## src/rtl/hsvrgb_pkg.sv

```systemverilog
// ----------------------------------------------------------------------------
// hsvrgb_pkg
// Field widths, channel lane indexes and hue sector codes for the HSV to
// packed RGB pipeline.
// ----------------------------------------------------------------------------
package hsvrgb_pkg;

	localparam int unsigned HUE_W  = 16;
	localparam int unsigned SAT_W  = 9;
	localparam int unsigned BRI_W  = 9;
	localparam int unsigned BYTE_W = 8;

	localparam int unsigned NUM_CH = 3;
	localparam int unsigned CH_R   = 0;
	localparam int unsigned CH_G   = 1;
	localparam int unsigned CH_B   = 2;

	typedef logic [BYTE_W-1:0] byte_t;

	// one code per sixth of a turn, named by the channel that ramps in it
	typedef enum logic [2:0] {
		SEC_G_FALL = 3'd0,
		SEC_B_RISE = 3'd1,
		SEC_R_FALL = 3'd2,
		SEC_G_RISE = 3'd3,
		SEC_B_FALL = 3'd4,
		SEC_R_RISE = 3'd5
	} sector_t;

endpackage

```

## src/rtl/hsv_to_packed_rgb_core.sv

```systemverilog
// ----------------------------------------------------------------------------
// hsv_to_packed_rgb_core
// Six-stage pipeline that turns a hue, saturation and brightness word into
// three LED channel bytes (red, blue, green order).
//
//   port        dir  width  role
//   start       in   1      input word present
//   busy        out  1      never set, a word enters every cycle
//   hue         in   16     fraction of a turn
//   saturation  in   9      1.8 fixed point
//   brightness  in   9      1.8 fixed point
//   done        out  1      result word present for this one cycle
//   byte_low    out  8      red byte
//   byte_mid    out  8      blue byte
//   byte_high   out  8      green byte
//
// Each word passes the registers of stages one to six, and done is the stage
// six valid bit; throughput is one word per cycle, set by the stage depth (one
// multiply or one wide add per stage). Reset clears the valid bits only. The
// receiver takes every result, so nothing stalls and busy stays low.
// ----------------------------------------------------------------------------
module hsv_to_packed_rgb_core #(
	parameter int unsigned HUE_BITS = 16
) (
	input  logic                              clk,
	input  logic                              arst_n,
	input  logic                              start,
	output logic                              busy,
	input  logic [hsvrgb_pkg::HUE_W-1:0]      hue,
	input  logic [hsvrgb_pkg::SAT_W-1:0]      saturation,
	input  logic [hsvrgb_pkg::BRI_W-1:0]      brightness,
	output logic                              done,
	output hsvrgb_pkg::byte_t                 byte_low,
	output hsvrgb_pkg::byte_t                 byte_mid,
	output hsvrgb_pkg::byte_t                 byte_high
);

	localparam int unsigned HB   = HUE_BITS;
	localparam int unsigned NCH  = hsvrgb_pkg::NUM_CH;
	localparam int unsigned H6W  = HB + 3;
	localparam int unsigned LVW  = HB + 1;
	localparam int unsigned SCW  = HB + 10;
	localparam int unsigned SUMW = HB + 12;
	localparam int unsigned KCW  = 10;
	localparam int unsigned PCW  = HB + 19;
	localparam int unsigned PSW  = HB + 23;
	localparam int unsigned BW   = HB + 24;
	localparam int unsigned MW   = BW + 8;
	localparam logic [H6W-1:0] ONE_H6 = H6W'(1) << HB;
	localparam logic [H6W-1:0] SIX_H6 = H6W'(6) << HB;
	localparam logic [LVW-1:0] ONE_LV = LVW'(1) << HB;

	// stage valid bits
	logic v_s1, v_s2, v_s3, v_s4, v_s5, v_s6;

	// stage 1: sector and fraction
	logic [HB+15:0] hue_ext;
	logic [H6W-1:0] h6_raw, h6_wrap;
	logic [2:0]     sector_s1;
	logic [HB-1:0]  frac_s1;
	logic [hsvrgb_pkg::SAT_W-1:0] sat_s1, sat_s2, sat_s3;
	logic [hsvrgb_pkg::BRI_W-1:0] bri_s1;

	// stage 2: levels scaled by brightness
	logic [LVW-1:0] lvl [NCH];
	logic [SCW-1:0] scaled_s2 [NCH];
	logic [SCW-1:0] scaled_s3 [NCH];

	// stage 3: sum and complement factor
	logic [SUMW-1:0]       sum_s3;
	logic signed [KCW-1:0] kc_s3;

	// stage 4: products
	logic [PCW-1:0]        prod_ch_s4 [NCH];
	logic signed [PSW-1:0] prod_sum_s4;

	// stage 5: blends
	logic signed [BW-1:0]  blend_s5 [NCH];

	// stage 6: bytes
	logic [MW-1:0]             mag255 [NCH];
	logic [MW-1:0]             trunc  [NCH];
	hsvrgb_pkg::byte_t         byte_nx [NCH];
	hsvrgb_pkg::byte_t         byte_s6 [NCH];

	assign busy = 1'b0;

	assign hue_ext = (HB + 16)'(hue);
	assign h6_raw  = (H6W'(hue_ext[HB-1:0]) << 2) + (H6W'(hue_ext[HB-1:0]) << 1) + ONE_H6;
	assign h6_wrap = (h6_raw >= SIX_H6) ? (h6_raw - SIX_H6) : h6_raw;

	always_comb begin
		for (int c = 0; c < NCH; c++) begin
			lvl[c] = '0;
		end
		case (hsvrgb_pkg::sector_t'(sector_s1))
			hsvrgb_pkg::SEC_G_FALL: begin
				lvl[hsvrgb_pkg::CH_R] = ONE_LV;
				lvl[hsvrgb_pkg::CH_G] = ONE_LV - LVW'(frac_s1);
			end
			hsvrgb_pkg::SEC_B_RISE: begin
				lvl[hsvrgb_pkg::CH_R] = ONE_LV;
				lvl[hsvrgb_pkg::CH_B] = LVW'(frac_s1);
			end
			hsvrgb_pkg::SEC_R_FALL: begin
				lvl[hsvrgb_pkg::CH_R] = ONE_LV - LVW'(frac_s1);
				lvl[hsvrgb_pkg::CH_B] = ONE_LV;
			end
			hsvrgb_pkg::SEC_G_RISE: begin
				lvl[hsvrgb_pkg::CH_B] = ONE_LV;
				lvl[hsvrgb_pkg::CH_G] = LVW'(frac_s1);
			end
			hsvrgb_pkg::SEC_B_FALL: begin
				lvl[hsvrgb_pkg::CH_B] = ONE_LV - LVW'(frac_s1);
				lvl[hsvrgb_pkg::CH_G] = ONE_LV;
			end
			default: begin
				lvl[hsvrgb_pkg::CH_G] = ONE_LV;
				lvl[hsvrgb_pkg::CH_R] = LVW'(frac_s1);
			end
		endcase
	end

	// clamp negative blends to zero, scale by 255, drop fraction, saturate
	always_comb begin
		for (int c = 0; c < NCH; c++) begin
			if (!blend_s5[c][BW-1] && (blend_s5[c] != '0)) begin
				mag255[c] = (MW'(blend_s5[c]) << 8) - MW'(blend_s5[c]);
			end else begin
				mag255[c] = '0;
			end
			trunc[c] = mag255[c] >> (HB + 16);
			if (trunc[c] > MW'(255)) begin
				byte_nx[c] = 8'hFF;
			end else begin
				byte_nx[c] = trunc[c][hsvrgb_pkg::BYTE_W-1:0];
			end
		end
	end

	always_ff @(posedge clk or negedge arst_n) begin
		if (!arst_n) begin
			v_s1 <= 1'b0;
			v_s2 <= 1'b0;
			v_s3 <= 1'b0;
			v_s4 <= 1'b0;
			v_s5 <= 1'b0;
			v_s6 <= 1'b0;
		end else begin
			v_s1 <= start;
			v_s2 <= v_s1;
			v_s3 <= v_s2;
			v_s4 <= v_s3;
			v_s5 <= v_s4;
			v_s6 <= v_s5;
		end
	end

	always_ff @(posedge clk) begin
		sector_s1 <= h6_wrap[H6W-1:HB];
		frac_s1   <= h6_wrap[HB-1:0];
		sat_s1    <= saturation;
		bri_s1    <= brightness;

		sat_s2 <= sat_s1;
		for (int c = 0; c < NCH; c++) begin
			scaled_s2[c] <= SCW'(lvl[c]) * SCW'(bri_s1);
		end

		sat_s3 <= sat_s2;
		for (int c = 0; c < NCH; c++) begin
			scaled_s3[c] <= scaled_s2[c];
		end
		sum_s3 <= SUMW'(scaled_s2[hsvrgb_pkg::CH_R]) + SUMW'(scaled_s2[hsvrgb_pkg::CH_G])
			+ SUMW'(scaled_s2[hsvrgb_pkg::CH_B]);
		kc_s3  <= KCW'(signed'(11'sd256 - signed'({2'b00, sat_s2})));

		for (int c = 0; c < NCH; c++) begin
			prod_ch_s4[c] <= PCW'(scaled_s3[c]) * PCW'(sat_s3);
		end
		prod_sum_s4 <= PSW'(signed'({1'b0, sum_s3})) * PSW'(kc_s3);

		for (int c = 0; c < NCH; c++) begin
			blend_s5[c] <= BW'(signed'({1'b0, prod_ch_s4[c]})) + BW'(prod_sum_s4);
		end

		for (int c = 0; c < NCH; c++) begin
			byte_s6[c] <= byte_nx[c];
		end
	end

	assign done      = v_s6;
	assign byte_low  = byte_s6[hsvrgb_pkg::CH_R];
	assign byte_mid  = byte_s6[hsvrgb_pkg::CH_B];
	assign byte_high = byte_s6[hsvrgb_pkg::CH_G];

endmodule
```

## config.mk

```make
export PLATFORM = sky130hd
export DESIGN_NAME = hsv_to_packed_rgb_core
export DESIGN_NICKNAME = d
export VERILOG_FILES = /design/src/rtl/hsvrgb_pkg.sv /design/src/rtl/hsv_to_packed_rgb_core.sv
export SDC_FILE = /design/constraint.sdc
export NUM_CORES = 2
export LEC_CHECK = 0
export ABC_AREA = 1
export BUFFER_PORTS_ARGS = -buffer_cell sky130_fd_sc_hd__buf_2
export CORE_MARGIN = 3
export CORE_UTILIZATION = 40
export DETAILED_ROUTE_END_ITERATION = 8
export GPL_ROUTABILITY_DRIVEN = 0
export PLACE_DENSITY = 0.54
export SYNTH_ARGS = -nofsm -noshare
export SYNTH_HDL_FRONTEND = slang
export SYNTH_SLANG_ARGS = --single-unit
```

## constraint.sdc

```tcl
create_clock -name clk -period 5.7 [get_ports clk]
set_clock_uncertainty 0.2 [all_clocks]
set_input_delay 1.14 -clock clk [delete_from_list [all_inputs] [get_ports clk]]
set_output_delay 1.14 -clock clk [all_outputs]
set_load 0.05 [all_outputs]
```

==> results.yml <==
outcome:
  status: "finished, violations left"
  violations: "design-rule violations"
timing:
  max_freq_mhz: 176
  finalCriticalPeriod_ns: 5.67
  worstMarginPinSlew_ns: 0.874
  final.period_utilization: 0.995
  report.final.slew_viol_count: 0
  setup_viol: 0
  finalHoldViolCount: 0
  relSlewSlack: 0.417
  rsz0062_at_grt: "true"
global_route:
  grt_max_degree: 62
  track_usage: 0.237
  grt_pass1_vias: 66500
  overflow: 0
  antenna_found_initial: 2
  grt_pass1_wl_um: 363000
clock_tree:
  clk_pin_slew_ns: 0.06
  cts_made_buffers: 70
  root_buffer: "clkbuf_16"
  cts.path.max_buffers: 3
  insertion_delay_ns: 0.71
  clock_sinks: 527
  htree_levels: 3
  cts_tree: "built"
worst_setup_path:
  end_kind: "flip-flop"
  start_kind: "flip-flop"
  slowest_delay_ns: 0.54
  r2r_slack_ns: 0.03
  cp.required_ns: 6.12
  crit_top_cell: "nand2_2"
  r2r_start: "frac_s1[2]"
  crit_fanout: 4
  worst-setup-path-type: "reg2reg"
  crit-reg2reg-capture: "scaled_s2[0][75]"
  crit_arrival_ns: 6.09
  slowest_stage: "fa_1"
  r2r_cells: 29
die:
  start_util: 0.405
  placementRows: 157
  num_io_pins: 63
  dieWidth_um: 438
  core-area_um2: 184000
  die-height_um: 438
  die-area_um2: 192000
min_path:
  hp-class: "reg2reg"
  hold_end: "sat_s2[8]"
  whs_path_depth: 0
  hp-start: "sat_s1[8]"
logic_synthesis:
  async_flop_share: 0.0114
  ys_types: 54
  yosys-top-cells-area: "fa_1 (27%), dfxtp_1 (14%), nand2_1 (14%)"
  synth_nets: 12200
  synth-seq-cells: 527
  dominantRegCellSynth: "dfxtp_1"
  synth_most_common_cell: "nand2_1"
  postSynthCellCount: 10400
  synthesis.area_um2: 74700
  ys_seq_area_frac: 0.142
  synth_edf_count: 0
  synth_top_area_share: 0.272
  syn_avg_cell_area_um2: 7.15
  yosys.area.top_type: "fa_1"
  yosysWarnings: 0
  synthTopCellsByCount: "nand2_1 (2,767), inv_1 (2,408), fa_1 (1,013), nor2_1 (852), ha_1 (672)"
routing:
  drt-total-wl_um: 226000
  avgViaCountPerCell: 4.95
  drtAntennaViolNets: 0
  drc: 2
  drt_iter0_markers: 4354
  wl_per_cell_um: 17.2
  first_pass_iters: 8
  via_count: 65300
place:
  place_area_um2: 79700
  port_buffers: 61
  dp.final_hpwl_um: 190000
final_layout:
  final_layout_size_suffix_gt1_frac: 0.0760
  fillCellCount: 19000
  fin_area_um2: 83500
  area_growth_pct: 11.9
  finalNetCount: 12400
job:
  drv_cap: 0
[per-layer routing]
metal | global-route usage | vias to the layer above | share of wire
met3 | 0.0243 | 369 | 0.048
met5 | 0 | - | 0
met1 | 0.314 | 31400 | 0.44
li1 | - | 31800 | -
met4 | 0.0959 | 0 | 0.046
met2 | 0.398 | 1726 | 0.46
[layout by cell type, fill, tap and decap left out, types with 13 or more instances in the layout]
cell type,n
nand2_1,2733
inv_1,2385
fa_1,1008
nor2_1,830
ha_1,642
dfxtp_1,496
a21oi_1,462
nand3_1,326
buf_4,304
o21ai_0,234
xor2_1,197
xnor2_1,107
nor3_1,89
nand4_1,74
clkbuf_16,70
buf_2,61
o21bai_1,51
a31oi_1,47
a21o_1,40
a21oi_2,34
a21boi_0,32
nand2_2,30
ha_4,28
inv_2,26
nor2_2,26
buf_12,25
dfxtp_2,24
o21ai_1,23
or2_2,23
o21ai_2,18
nor4_1,18
o21a_1,13
[cell families (layout without fill, tap and decap cells)]
family / after synthesis / count (layout) / synth area share
other: 1 / 4 / 0.0000502
XOR/XNOR: 307 / 307 / 0.0360
AO/OA/AOI/OAI: 1026 / 1026 / 0.0768
adder cells (fa/ha/maj): 1685 / 1685 / 0.384
flip-flops: 527 / 527 / 0.142
AND/OR/NAND/NOR: 4225 / 4225 / 0.227
buffers and inverters: 2673 / 2942 / 0.135
[final cells by class]
class                           instances  area [µm²]  share of cell area
Multi-Input combinational cell       7244       55200               0.660
Sequential cell                       527       10600               0.127
Inverter                             2415        9070               0.109
Timing Repair Buffer                  401        3210              0.0384
Tap cell                             2464        3080              0.0369
Clock buffer                           83        1860              0.0223
Clock inverter                         43         517             0.00619
Antenna cell                            3        7.51           0.0000899
[registers in the layout, indices dropped and copies added, names as in the netlist, 3 cells and up]
register	flops
sat_s3	8
sat_s1	9
sat_s2	9
scaled_s2	75
sector_s1	3
byte_s6	24
sum_s3	27
scaled_s3	75
bri_s1	9
prod_sum_s4	38
blend_s5	117
frac_s1	15
prod_ch_s4	102
kc_s3	10
[critical path: cells and delay by family (launching register included)]
family,cells,cell delay [ns]
simple gates,11,1.12
compound gates,6,0.83
flops,1,0.33
buf+inv,6,0.63
fa+ha+maj,5,2.28
xor+xnor,1,0.20
[repair_timing]
item | CTS | global route
hold buffers | 1 | 0
buffers inserted | 16 | 21
setup endpoints to repair | 33 | 52
gates resized for setup | 88 | 215
pin swaps | 51 | 68
hold endpoints to repair | 6 | 0
[how the worst max path moves through the flow]
stage / cells past startpoint / start / slack [ns] / to
4_1_cts: 28 / frac_s1[2] / -0.005 / scaled_s2[0][21]
5_1_grt: 28 / frac_s1[2] / -0.25 / scaled_s2[0][75]
2_1_floorplan: 25 / frac_s1[1] / 0.18 / scaled_s2[0][75]
6_report: 29 / frac_s1[2] / 0.03 / scaled_s2[0][75]
3_3_place_gp: 26 / frac_s1[1] / -0.14 / scaled_s2[0][75]
3_5_place_dp: 26 / frac_s1[1] / -0.26 / scaled_s2[0][75]
[stage by stage]
stage | TNS [ns] | hold slack (ns) | util | setup WS (ns) | std cells
floorplan | 0 | 0.110 | - | 0.176 | 10400
global placement | -0.749 | 0.115 | 0.432 | -0.140 | 13000
detailed placement | -2.64 | 0.112 | 0.432 | -0.258 | 13000
CTS | -0.00490 | 0.126 | 0.448 | -0.00490 | 13200
global route | -3.71 | 0.142 | 0.453 | -0.253 | 13200
finish | 0 | 0.126 | 0.453 | 0.0285 | 13200
Power is not shown: default switching activity piles up to over one toggle a cycle in this logic, so the estimate is an artifact.
